[config.mk]
export PLATFORM = sky130hd
export DESIGN_NAME = thumb_alu_flags_unit
export DESIGN_NICKNAME = d
export VERILOG_FILES = /design/src/hw/rtl/taf_pkg.sv /design/src/hw/rtl/taf_shifter.sv /design/src/hw/rtl/taf_alu.sv /design/src/hw/rtl/thumb_alu_flags_unit.sv
export SDC_FILE = /design/constraint.sdc
export NUM_CORES = 2
export LEC_CHECK = 0
export BUFFER_PORTS_ARGS = -buffer_cell sky130_fd_sc_hd__buf_4
export CORE_ASPECT_RATIO = 1.5
export CORE_UTILIZATION = 45
export CTS_CLUSTER_SIZE = 25
export DETAILED_ROUTE_END_ITERATION = 16
export HOLD_SLACK_MARGIN = 0.15
export PLACE_DENSITY = 0.63
export SYNTH_ARGS = -nofsm -noshare
export SYNTH_HDL_FRONTEND = slang
export SYNTH_HIERARCHICAL = 1
export SYNTH_SLANG_ARGS = --single-unit
export TNS_END_PERCENT = 1
[constraint.sdc]
create_clock -name clk -period 9.25 [get_ports clk]
set_input_delay 1.85 -clock clk [delete_from_list [all_inputs] [get_ports clk]]
set_output_delay 1.85 -clock clk [all_outputs]
set_load 0.02 [all_outputs]
[src/hw/rtl/taf_pkg.sv]
`default_nettype none
package taf_pkg;

  localparam int unsigned InTdataW = 72;   // cmd 5 + a 32 + b 32, padded to bytes
  localparam int unsigned OutTdataW = 40;  // result 32 + 4 flags, padded to bytes

  typedef enum logic [4:0] {
    CMD_LSL      = 5'd0,
    CMD_LSR      = 5'd1,
    CMD_ASR      = 5'd2,
    CMD_ROR      = 5'd3,
    CMD_AND      = 5'd4,
    CMD_EOR      = 5'd5,
    CMD_ORR      = 5'd6,
    CMD_BIC      = 5'd7,
    CMD_MVN      = 5'd8,
    CMD_MOV      = 5'd9,
    CMD_ADD      = 5'd10,
    CMD_SUB      = 5'd11,
    CMD_ADC      = 5'd12,
    CMD_SBC      = 5'd13,
    CMD_NEG      = 5'd14,
    CMD_MUL      = 5'd15,
    CMD_REV      = 5'd16,
    CMD_REV16    = 5'd17,
    CMD_REVSH    = 5'd18,
    CMD_SXTH     = 5'd19,
    CMD_SXTB     = 5'd20,
    CMD_UXTH     = 5'd21,
    CMD_UXTB     = 5'd22,
    CMD_SETFLAGS = 5'd23
  } taf_cmd_t;

  typedef enum logic [1:0] {
    SH_LSL = 2'd0,
    SH_LSR = 2'd1,
    SH_ASR = 2'd2,
    SH_ROR = 2'd3
  } taf_shift_t;

  typedef struct packed {
    logic n;
    logic z;
    logic c;
    logic v;
  } taf_flags_t;

endpackage
`default_nettype wire

[src/hw/rtl/taf_shifter.sv]
`default_nettype none
module taf_shifter (
  input  wire taf_pkg::taf_shift_t  kind,
  input  wire logic [31:0]          value,
  input  wire logic [7:0]           amount,
  input  wire logic                 carry_in,
  output logic [31:0]               result,
  output logic                      carry_out
);
  import taf_pkg::*;

  logic [32:0] lsl_w;
  logic [32:0] lsr_w;
  logic [32:0] asr_w;
  logic [63:0] ror_w;
  logic [5:0]  amt_clamp;
  logic        amt_zero;
  logic        amt_over;   // 33 or more
  logic        amt_ge32;

  always_comb begin
    amt_zero  = (amount == 8'd0);
    amt_ge32  = (amount >= 8'd32);
    amt_over  = (amount > 8'd32);
    amt_clamp = amt_ge32 ? 6'd32 : amount[5:0];

    // carry falls out of the extra bit for amounts 1..32
    lsl_w = {1'b0, value} << amt_clamp;
    lsr_w = {value, 1'b0} >> amt_clamp;
    asr_w = 33'($signed({value, 1'b0}) >>> amt_clamp);
    ror_w = {value, value} >> amount[4:0];

    result    = value;
    carry_out = carry_in;
    unique case (kind)
      SH_LSL: begin
        if (amt_over) begin
          result    = '0;
          carry_out = 1'b0;
        end else if (!amt_zero) begin
          result    = lsl_w[31:0];
          carry_out = lsl_w[32];
        end
      end
      SH_LSR: begin
        if (amt_over) begin
          result    = '0;
          carry_out = 1'b0;
        end else if (!amt_zero) begin
          result    = lsr_w[32:1];
          carry_out = lsr_w[0];
        end
      end
      SH_ASR: begin
        if (!amt_zero) begin
          result    = asr_w[32:1];
          carry_out = asr_w[0];
        end
      end
      SH_ROR: begin
        if (!amt_zero) begin
          result    = ror_w[31:0];
          carry_out = ror_w[31];
        end
      end
      default: begin
        result    = value;
        carry_out = carry_in;
      end
    endcase
  end

endmodule
`default_nettype wire

[src/hw/rtl/taf_alu.sv]
`default_nettype none
module taf_alu (
  input  wire taf_pkg::taf_cmd_t    cmd,
  input  wire logic [31:0]          operand_a,
  input  wire logic [31:0]          operand_b,
  input  wire taf_pkg::taf_flags_t  flags_cur,
  output logic [31:0]               result,
  output taf_pkg::taf_flags_t       flags_new
);
  import taf_pkg::*;

  taf_shift_t  sh_kind;
  logic [31:0] sh_result;
  logic        sh_carry;
  logic [31:0] add_a;
  logic [31:0] add_b;
  logic        add_cin;
  logic [32:0] add_sum;
  logic        add_v;
  logic [31:0] mul_lo;
  logic [15:0] revsh_h;

  assign sh_kind = taf_shift_t'(cmd[1:0]);

  taf_shifter u_shifter (
    .kind      (sh_kind),
    .value     (operand_a),
    .amount    (operand_b[7:0]),
    .carry_in  (flags_cur.c),
    .result    (sh_result),
    .carry_out (sh_carry)
  );

  always_comb begin
    add_a   = operand_a;
    add_b   = operand_b;
    add_cin = 1'b0;
    unique case (cmd)
      CMD_SUB: begin
        add_b   = ~operand_b;
        add_cin = 1'b1;
      end
      CMD_ADC: add_cin = flags_cur.c;
      CMD_SBC: begin
        add_b   = ~operand_b;
        add_cin = flags_cur.c;
      end
      CMD_NEG: begin
        add_a   = '0;
        add_b   = ~operand_a;
        add_cin = 1'b1;
      end
      default: begin
        add_cin = 1'b0;
      end
    endcase
    add_sum = {1'b0, add_a} + {1'b0, add_b} + {32'd0, add_cin};
    add_v   = ~(add_a[31] ^ add_b[31]) & (add_a[31] ^ add_sum[31]);
  end

  assign mul_lo  = operand_a * operand_b;
  assign revsh_h = {operand_a[7:0], operand_a[15:8]};

  always_comb begin
    result    = '0;
    flags_new = flags_cur;
    unique case (cmd)
      CMD_LSL, CMD_LSR, CMD_ASR, CMD_ROR: begin
        result      = sh_result;
        flags_new.c = sh_carry;
      end
      CMD_AND: result = operand_a & operand_b;
      CMD_EOR: result = operand_a ^ operand_b;
      CMD_ORR: result = operand_a | operand_b;
      CMD_BIC: result = operand_a & ~operand_b;
      CMD_MVN: result = ~operand_a;
      CMD_MOV: result = operand_a;
      CMD_ADD, CMD_SUB, CMD_ADC, CMD_SBC, CMD_NEG: begin
        result      = add_sum[31:0];
        flags_new.c = add_sum[32];
        flags_new.v = add_v;
      end
      CMD_MUL:   result = mul_lo;
      CMD_REV:   result = {operand_a[7:0], operand_a[15:8],
                           operand_a[23:16], operand_a[31:24]};
      CMD_REV16: result = {operand_a[23:16], operand_a[31:24],
                           operand_a[7:0], operand_a[15:8]};
      CMD_REVSH: result = {{16{revsh_h[15]}}, revsh_h};
      CMD_SXTH:  result = {{16{operand_a[15]}}, operand_a[15:0]};
      CMD_SXTB:  result = {{24{operand_a[7]}}, operand_a[7:0]};
      CMD_UXTH:  result = {16'd0, operand_a[15:0]};
      CMD_UXTB:  result = {24'd0, operand_a[7:0]};
      CMD_SETFLAGS: begin
        result    = '0;
        flags_new = taf_flags_t'(operand_a[31:28]);
      end
      default: begin
        result    = '0;
        flags_new = flags_cur;
      end
    endcase

    // N and Z follow the result for everything up to MUL except the bare extends
    unique case (cmd)
      CMD_LSL, CMD_LSR, CMD_ASR, CMD_ROR, CMD_AND, CMD_EOR, CMD_ORR, CMD_BIC,
      CMD_MVN, CMD_MOV, CMD_ADD, CMD_SUB, CMD_ADC, CMD_SBC, CMD_NEG, CMD_MUL: begin
        flags_new.n = result[31];
        flags_new.z = (result == 32'd0);
      end
      default: begin
        flags_new.n = flags_new.n;
      end
    endcase
  end

endmodule
`default_nettype wire

[src/hw/rtl/thumb_alu_flags_unit.sv]
`default_nettype none
// Thumb ALU with a kept NZCV flag register.
// An input beat passes the input register, then the result register, to the result beat.
// Throughput: one beat per cycle unless out_tready holds the result; the flag loop is a 4-bit register
// updated as a result is loaded, so back-to-back ADC/SBC see the previous item's carry.
// Reset (rst_n low, synchronous): both stages empty, flags cleared to zero.
module thumb_alu_flags_unit (
  input  wire logic                          clk,
  input  wire logic                          rst_n,
  input  wire logic                          in_tvalid,
  output logic                               in_tready,
  // [4:0] cmd, [36:5] operand_a, [68:37] operand_b, [71:69] zero
  input  wire logic [taf_pkg::InTdataW-1:0]  in_tdata,
  output logic                               out_tvalid,
  input  wire logic                          out_tready,
  // [31:0] result_value, [32] flag_n, [33] flag_z, [34] flag_c, [35] flag_v, [39:36] zero
  output logic [taf_pkg::OutTdataW-1:0]      out_tdata
);
  import taf_pkg::*;

  logic        s1_valid_r;
  logic        s1_valid_nxt;
  taf_cmd_t    s1_cmd_r;
  logic [31:0] s1_a_r;
  logic [31:0] s1_b_r;
  logic        out_valid_r;
  logic        out_valid_nxt;
  logic [31:0] out_result_r;
  taf_flags_t  out_flags_r;
  taf_flags_t  flags_r;
  taf_flags_t  flags_nxt;
  logic [31:0] alu_result;
  logic        in_beat;
  logic        out_load;

  assign out_load  = s1_valid_r && (!out_valid_r || out_tready);
  assign in_tready = !s1_valid_r || out_load;
  assign in_beat   = in_tvalid && in_tready;

  taf_alu u_alu (
    .cmd       (s1_cmd_r),
    .operand_a (s1_a_r),
    .operand_b (s1_b_r),
    .flags_cur (flags_r),
    .result    (alu_result),
    .flags_new (flags_nxt)
  );

  always_comb begin
    s1_valid_nxt  = in_beat ? 1'b1 : (out_load ? 1'b0 : s1_valid_r);
    out_valid_nxt = out_load ? 1'b1 : (out_tready ? 1'b0 : out_valid_r);
  end

  always_ff @(posedge clk) begin
    if (!rst_n) begin
      s1_valid_r  <= 1'b0;
      out_valid_r <= 1'b0;
      flags_r     <= '0;
    end else begin
      s1_valid_r  <= s1_valid_nxt;
      out_valid_r <= out_valid_nxt;
      if (out_load) begin
        flags_r <= flags_nxt;
      end
    end
  end

  always_ff @(posedge clk) begin
    if (in_beat) begin
      s1_cmd_r <= taf_cmd_t'(in_tdata[4:0]);
      s1_a_r   <= in_tdata[36:5];
      s1_b_r   <= in_tdata[68:37];
    end
    if (out_load) begin
      out_result_r <= alu_result;
      out_flags_r  <= flags_nxt;
    end
  end

  assign out_tvalid = out_valid_r;
  assign out_tdata  = {4'd0, out_flags_r.v, out_flags_r.c, out_flags_r.z, out_flags_r.n,
                       out_result_r};

`ifndef SYNTH
  // reported flags are always the kept flags: both load on the same beat
  a_flags_match: assert property (@(posedge clk) disable iff (!rst_n)
    out_tvalid |-> (out_flags_r == flags_r))
    else $error("reported flags differ from kept flags");

  // byte reverse and extend ops leave the flags alone
  a_ext_keeps_flags: assert property (@(posedge clk) disable iff (!rst_n)
    (out_load && (s1_cmd_r == CMD_REV || s1_cmd_r == CMD_REV16 || s1_cmd_r == CMD_REVSH ||
                  s1_cmd_r == CMD_SXTH || s1_cmd_r == CMD_SXTB || s1_cmd_r == CMD_UXTH ||
                  s1_cmd_r == CMD_UXTB)) |=> (flags_r == $past(flags_r)))
    else $error("extend or reverse changed flags");

  // a stalled input stage means a beat is waiting behind a stalled result
  a_stall_cause: assert property (@(posedge clk) disable iff (!rst_n)
    !in_tready |-> (s1_valid_r && out_valid_r && !out_tready))
    else $error("input stalled without cause");

  a_reset_empty: assert property (@(posedge clk)
    !rst_n |=> (!out_tvalid && !s1_valid_r))
    else $error("pipeline not empty after reset");
`endif

endmodule
`default_nettype wire

Yosys cells after proc, flatten, opt, wreduce, memory -nomap -nowiden
Cells that the tools add are included.
Word-level totals
  register bits: 111
  latch bits: 0
  RAM bits: 0
  ROM bits: 0
  input bits: 76
  output and inout port bits: 42
  logic and storage cells: 105
  memories: 0
Operators by class
  add/sub/neg operators: 2
  $mul: 1
  div/mod/pow operators: 0
  order comparisons: 2
  equality and inequality tests: 26
  shift operators: 4
  multiplexer cells: 28
  bitwise logic cells: 10
  reduce and logical (&&, ||, !) cells: 18
Operators by type and width (count)
  32-bit case mux with 16 select lines: 1
  32-bit two-way mux: 7
  32-bit case mux with 4 select lines: 1
  32-bit bitwise AND: 2
  32-bit NOT: 2
  32-bit case mux with 2 select lines: 1
  64-bit by 5-bit >> shifter with 32-bit output: 1
  5-bit by 4-bit equality test with 1-bit output (second input constant): 8
  5-bit equality test (second input constant): 8
  32-bit by 32-bit adder with 33-bit output: 1
  33-bit by 1-bit adder with 33-bit output: 1
  32-bit by 6-bit left shift with 33-bit output: 1
  33-bit by 6-bit >> shifter with 33-bit output: 1
  33-bit by 6-bit >>> shifter with 33-bit output: 1
  32-bit zero test: 1
  32-bit by 32-bit multiplier with 32-bit output: 1
  32-bit OR: 1
  32-bit XOR: 1
  5-bit by 3-bit equality test with 1-bit output (second input constant): 4
  16-bit OR reduction: 1
  1-bit two-way mux: 12
  5-bit by 2-bit equality test with 1-bit output (second input constant): 2
  8-bit by 6-bit greater-or-equal comparator with 1-bit output (second input constant): 1
  8-bit by 6-bit greater-than comparator with 1-bit output (second input constant): 1
  21 further kinds: 30

Longest topological paths before layout
  depth in word-level cells: 9
  gate-level depth with buffers: 33
  depth with buffers taken out: 31

Cells and area by module
The synthesis kept the hierarchy.
By module, submodules not included
  taf_alu: instances 1, cells each 2789, area an instance 21443.1 µm², sequential area each 0.0 µm²
  taf_shifter: instances 1, cells each 1122, area an instance 7679.9 µm², sequential area each 0.0 µm²
  thumb_alu_flags_unit: instances 1, cells each 137, area an instance 3444.6 µm², sequential area each 3273.1 µm²

Worst setup path after synthesis
No wires, ideal clock.
  path kind: register -> register
  start point: reg s1_a_r[13]
  end point: reg flags_r[2] in the netlist's numbering
  setup time: 72 ps
  arrival time: 7693 ps
  required time: 9178 ps
  setup slack: 1486 ps
  cell stages (with the launch flop): 32
  buffers on the path: 3
  period minus slack after synthesis: 7764 ps
  path through: edfxtp_1 -> clkbuf_1 -> inv_1 -> clkbuf_1 -> nor2_1 -> fa_1 -> fa_1 -> fa_1 -> inv_1 -> fa_1 -> inv_1 -> fa_1 -> inv_1 -> fa_1 -> inv_1 -> fa_1 -> fa_1 -> ha_1 -> clkbuf_1 -> a21oi_1 -> o21ai_0 -> a21oi_1 -> nor2_1 -> a311oi_2 -> o31ai_1 -> and2_1 -> o21ai_0 -> mux2i_1 -> o211ai_1 -> o41ai_2 -> nand2_1 -> mux2i_1
RTL lines
  from (decl): RTL line thumb_alu_flags_unit.sv:24  | logic [31:0] s1_a_r;
  from (signal assigned): RTL line thumb_alu_flags_unit.sv:71  | s1_a_r <= in_tdata[36:5];
  to (signal assigned): RTL line thumb_alu_flags_unit.sv:63  | flags_r <= flags_nxt;
  to (decl): RTL line thumb_alu_flags_unit.sv:30  | taf_flags_t flags_r;

==> metrics.csv <==
stage,metric,value,unit
timing,Final setup viols,0,
global_route,first-pass GRT wire length,251200,um
floorplan,# IOs,118,
yosys,ys flop type,edfxtp_1,
run,max-cap viol count,0,
floorplan,core area,71470,um2
setup_path,Crit. End Element,register,
cts,CTS Buffer Depth,2,
yosys,post-synthesis register bit count,111,
yosys,Post-synth ARST share,0,
routing,ANT nets after route,0,
setup_path,"Arr. time, crit path",9150,ps
global_route,initial antenna violation count,13,
global_route,largest net degree at the start of global routing,70,
timing,Fin Hold WS,467.8,ps
cells_and_area,filler cell count,7024,
timing,Slew HR,0.01713,
yosys,"EDFF count, synth",105,
timing,fin. max-slew vios,0,
setup_path,Setup crit end,flags_r[2]$_SDFFE_PN0P_,
routing,via count,34729,
cts,clock-pin slew on the worst setup and hold paths,90,ps
routing,DR vias/cell,6.906,
placed_design,Final GP Congestion,1.108,
yosys,yosys warns,6,
setup_path,WP data required,9600,ps
yosys,Netlist cell types,102,
routing,drt total wl,178400,um
yosys,most common cell in the netlist,nand2_1,
yosys,top cell type's share of synthesized area,0.2520,
setup_path,critical register-to-register path endpoint,flags_r[2]$_SDFFE_PN0P_,
cells_and_area,cell area after layout,35660,um2
routing,WL/cell,35.47,um
routing,drt pass-1 iters,12,
placed_design,post-placement cell area,34930,um2
global_route,total track usage,0.4838,
floorplan,Die H,331.5,um
worst_hold_path,Tightest Hold Check Type,reg -> reg,
setup_path,Max Fanout on Critical Path,8,
setup_path,CP dominant cell by count,fa_1,
cells_and_area,end-of-flow core utilization,0.4989,
setup_path,reg2reg start,s1_b_r[4]$_DFFE_PP_,
cells_and_area,Area Growth Syn to Fin,9.486,%
timing,RSZ-0062 raised after global routing,false,
setup_path,R2R setup slack,450,ps
cts,clock latency on the worst-skew pair,440,ps
timing,final worst-path cycle share,0.9517,
setup_path,Crit path largest cell delay,580,ps
cts,clock tree sinks,111,
yosys,syn_area_per_cell,8.045,um2
setup_path,WS Path Type,reg -> reg,
cts,H-Tree Depth,3,
routing,Initial DRC Count,4339,
yosys,part of the Yosys area used for sequential elements,0.1005,
floorplan,Die ar.,73470,um2
placed_design,hpwl dp,133600,um
global_route,vias in the first global route,34535,
floorplan,initial core utilization,0.4557,
timing,Worst Tran Pin Value,1474,ps
placed_design,I/O Buffers,110,
yosys,Area contributors post-synth,"fa_1 (25%), edfxtp_1 (9.7%), ha_1 (7.8%)",
outcome,status,"complete, no violations",
timing,final critical-path required period,8804,ps
floorplan,Die X,221.7,um
yosys,Post-Synthesis Cells,4048,
yosys,Post-synth top cells,"nand2_1 (480), nor2_1 (479), inv_1 (453)",
yosys,synthesized cell area,32570,um2
global_route,grt ovf,0,
cells_and_area,layout cells sized above 1,0.1276,
cts,CTS tree,done,
timing,Final Hold Fails,0,
routing,DRC viols,0,
cells_and_area,Nets,4783,
cts,CTS Hold Bufs,0,
timing,FMAX,0.1136,GHz
yosys,cell taking the most area after synthesis,fa_1,
setup_path,"slowest stage cell, crit path",fa_1,
setup_path,CP Launch Type,register,
cts,Num CTS Buffers,9,
cts,CTS root buffer,clkbuf_16,
setup_path,r2r worst-path depth,29,
setup_path,crit path from,s1_b_r[4]$_DFFE_PP_,
timing,setup TNS,0,ps
timing,Setup Skew,37.08,ps
floorplan,FP Rows,120,
[critical path: cells and delay by family (launching register included)]
family	cells	cell delay (ps)
and+or+nand+nor	8	1060
AOI/OAI and AO/OA	4	1290
adders and majority gates	9	4340
DFF	1	550
buffers and inverters	6	1080
muxes	2	420
[flip-flops by register name, indices dropped and copies added, names as in the netlist]
name / cells
out_result_r: 32
out_tvalid: 1
flags_r: 4
out_tdata: 4
s1_a_r: 32
s1_b_r: 32
s1_valid_r: 1
s1_cmd_r: 5
[kinds of logic (layout without fill, tap and decap cells)]
group                    Yosys count  in the layout  synth area share
AND/OR/NAND/NOR                 1261           1261            0.1690
AO/OA/AOI/OAI                    946            946            0.1932
flip-flops                       111            111            0.1005
other                              1             18         0.0001151
XOR/XNOR                          95             95           0.02555
multiplexers                     220            220           0.08402
adder cells (fa/ha/maj)          612            612            0.3296
buffers and inverters            802            851           0.09797
[metrics by stage]
step	std cells	setup WS (ps)
after floorplan	4051	1486
after global placement	4969	253.2
after detailed placement	4969	146.7
after CTS	4985	108.2
after global routing	5015	171.1
final	5029	446.5
[area by class of cell]
| cell class | count | area [um2] | share of cell area |
|---|---|---|---|
| tap | 915 | 1145 | 0.03211 |
| clock inverter | 7 | 91.34 | 0.002562 |
| timing repair buffer | 364 | 2870 | 0.08050 |
| antenna | 14 | 35.03 | 0.0009825 |
| multi-input combinational | 3138 | 26200 | 0.7348 |
| inverter | 471 | 1817 | 0.05095 |
| sequential | 111 | 3273 | 0.09180 |
| clock buffer | 9 | 225.2 | 0.006316 |
[how the worst min path moves through the flow]
| stage | cells past startpoint | to | slack (ps) | start |
|---|---|---|---|---|
| after floorplan | 2 | flags_r[3]$_SDFFE_PN0P_ | 430 | flags_r[3]$_SDFFE_PN0P_ |
| after global placement | 2 | flags_r[2]$_SDFFE_PN0P_ | 440 | flags_r[2]$_SDFFE_PN0P_ |
| after detailed placement | 2 | flags_r[3]$_SDFFE_PN0P_ | 450 | flags_r[3]$_SDFFE_PN0P_ |
| after CTS | 2 | flags_r[3]$_SDFFE_PN0P_ | 470 | flags_r[3]$_SDFFE_PN0P_ |
| after global routing | 2 | flags_r[3]$_SDFFE_PN0P_ | 490 | flags_r[3]$_SDFFE_PN0P_ |
| final | 2 | flags_r[3]$_SDFFE_PN0P_ | 470 | flags_r[3]$_SDFFE_PN0P_ |
[per-layer routing]
metal / up-vias / wire length [um] / GRT usage
met4: 4 / 22860 / 0.5043
met2: 2695 / 78690 / 0.7451
li1: 14020 / - / -
met3: 1062 / 18910 / 0.1356
met5: - / 29 / 0.001317
met1: 16948 / 57880 / 0.5189
[layout by cell type, fill, tap and decap left out, types with 14 or more instances in the layout]
cell type	Yosys	final
a2111oi_0	14	14
a221oi_1	39	39
a211oi_1	38	37
a211o_1	16	16
mux4_2	34	34
a31oi_1	62	62
mux2_2	42	42
mux2i_1	139	139
edfxtp_1	105	105
ha_1	202	202
nand3_1	64	64
a22o_1	17	17
and3_1	17	17
xnor2_1	71	71
a22oi_1	39	39
o221ai_1	22	22
nor2_1	479	476
nor3_1	64	61
diode_2	0	14
o2111ai_1	16	16
inv_1	453	442
o31ai_1	15	15
nand2_1	480	480
nor2b_1	23	21
buf_4	17	353
o22ai_1	50	50
a21o_1	24	24
o211ai_1	33	33
o21ai_0	231	231
xor2_1	24	24
a21oi_1	184	184
nand2b_1	19	19
nand4_1	20	20
o21a_1	22	22
a221o_1	18	18
fa_1	410	410
[timing repair]
| action | CTS | global route |
|---|---|---|
| endpoints found under the setup margin | 0 | 2 |
| buffers inserted | 0 | 30 |
| hold endpoints to repair | 0 | 0 |
| gates resized for setup | 0 | 15 |
Power is left out: the tool's default activity adds up to more than one toggle a clock period on the data nets, which glitch-free logic cannot reach.
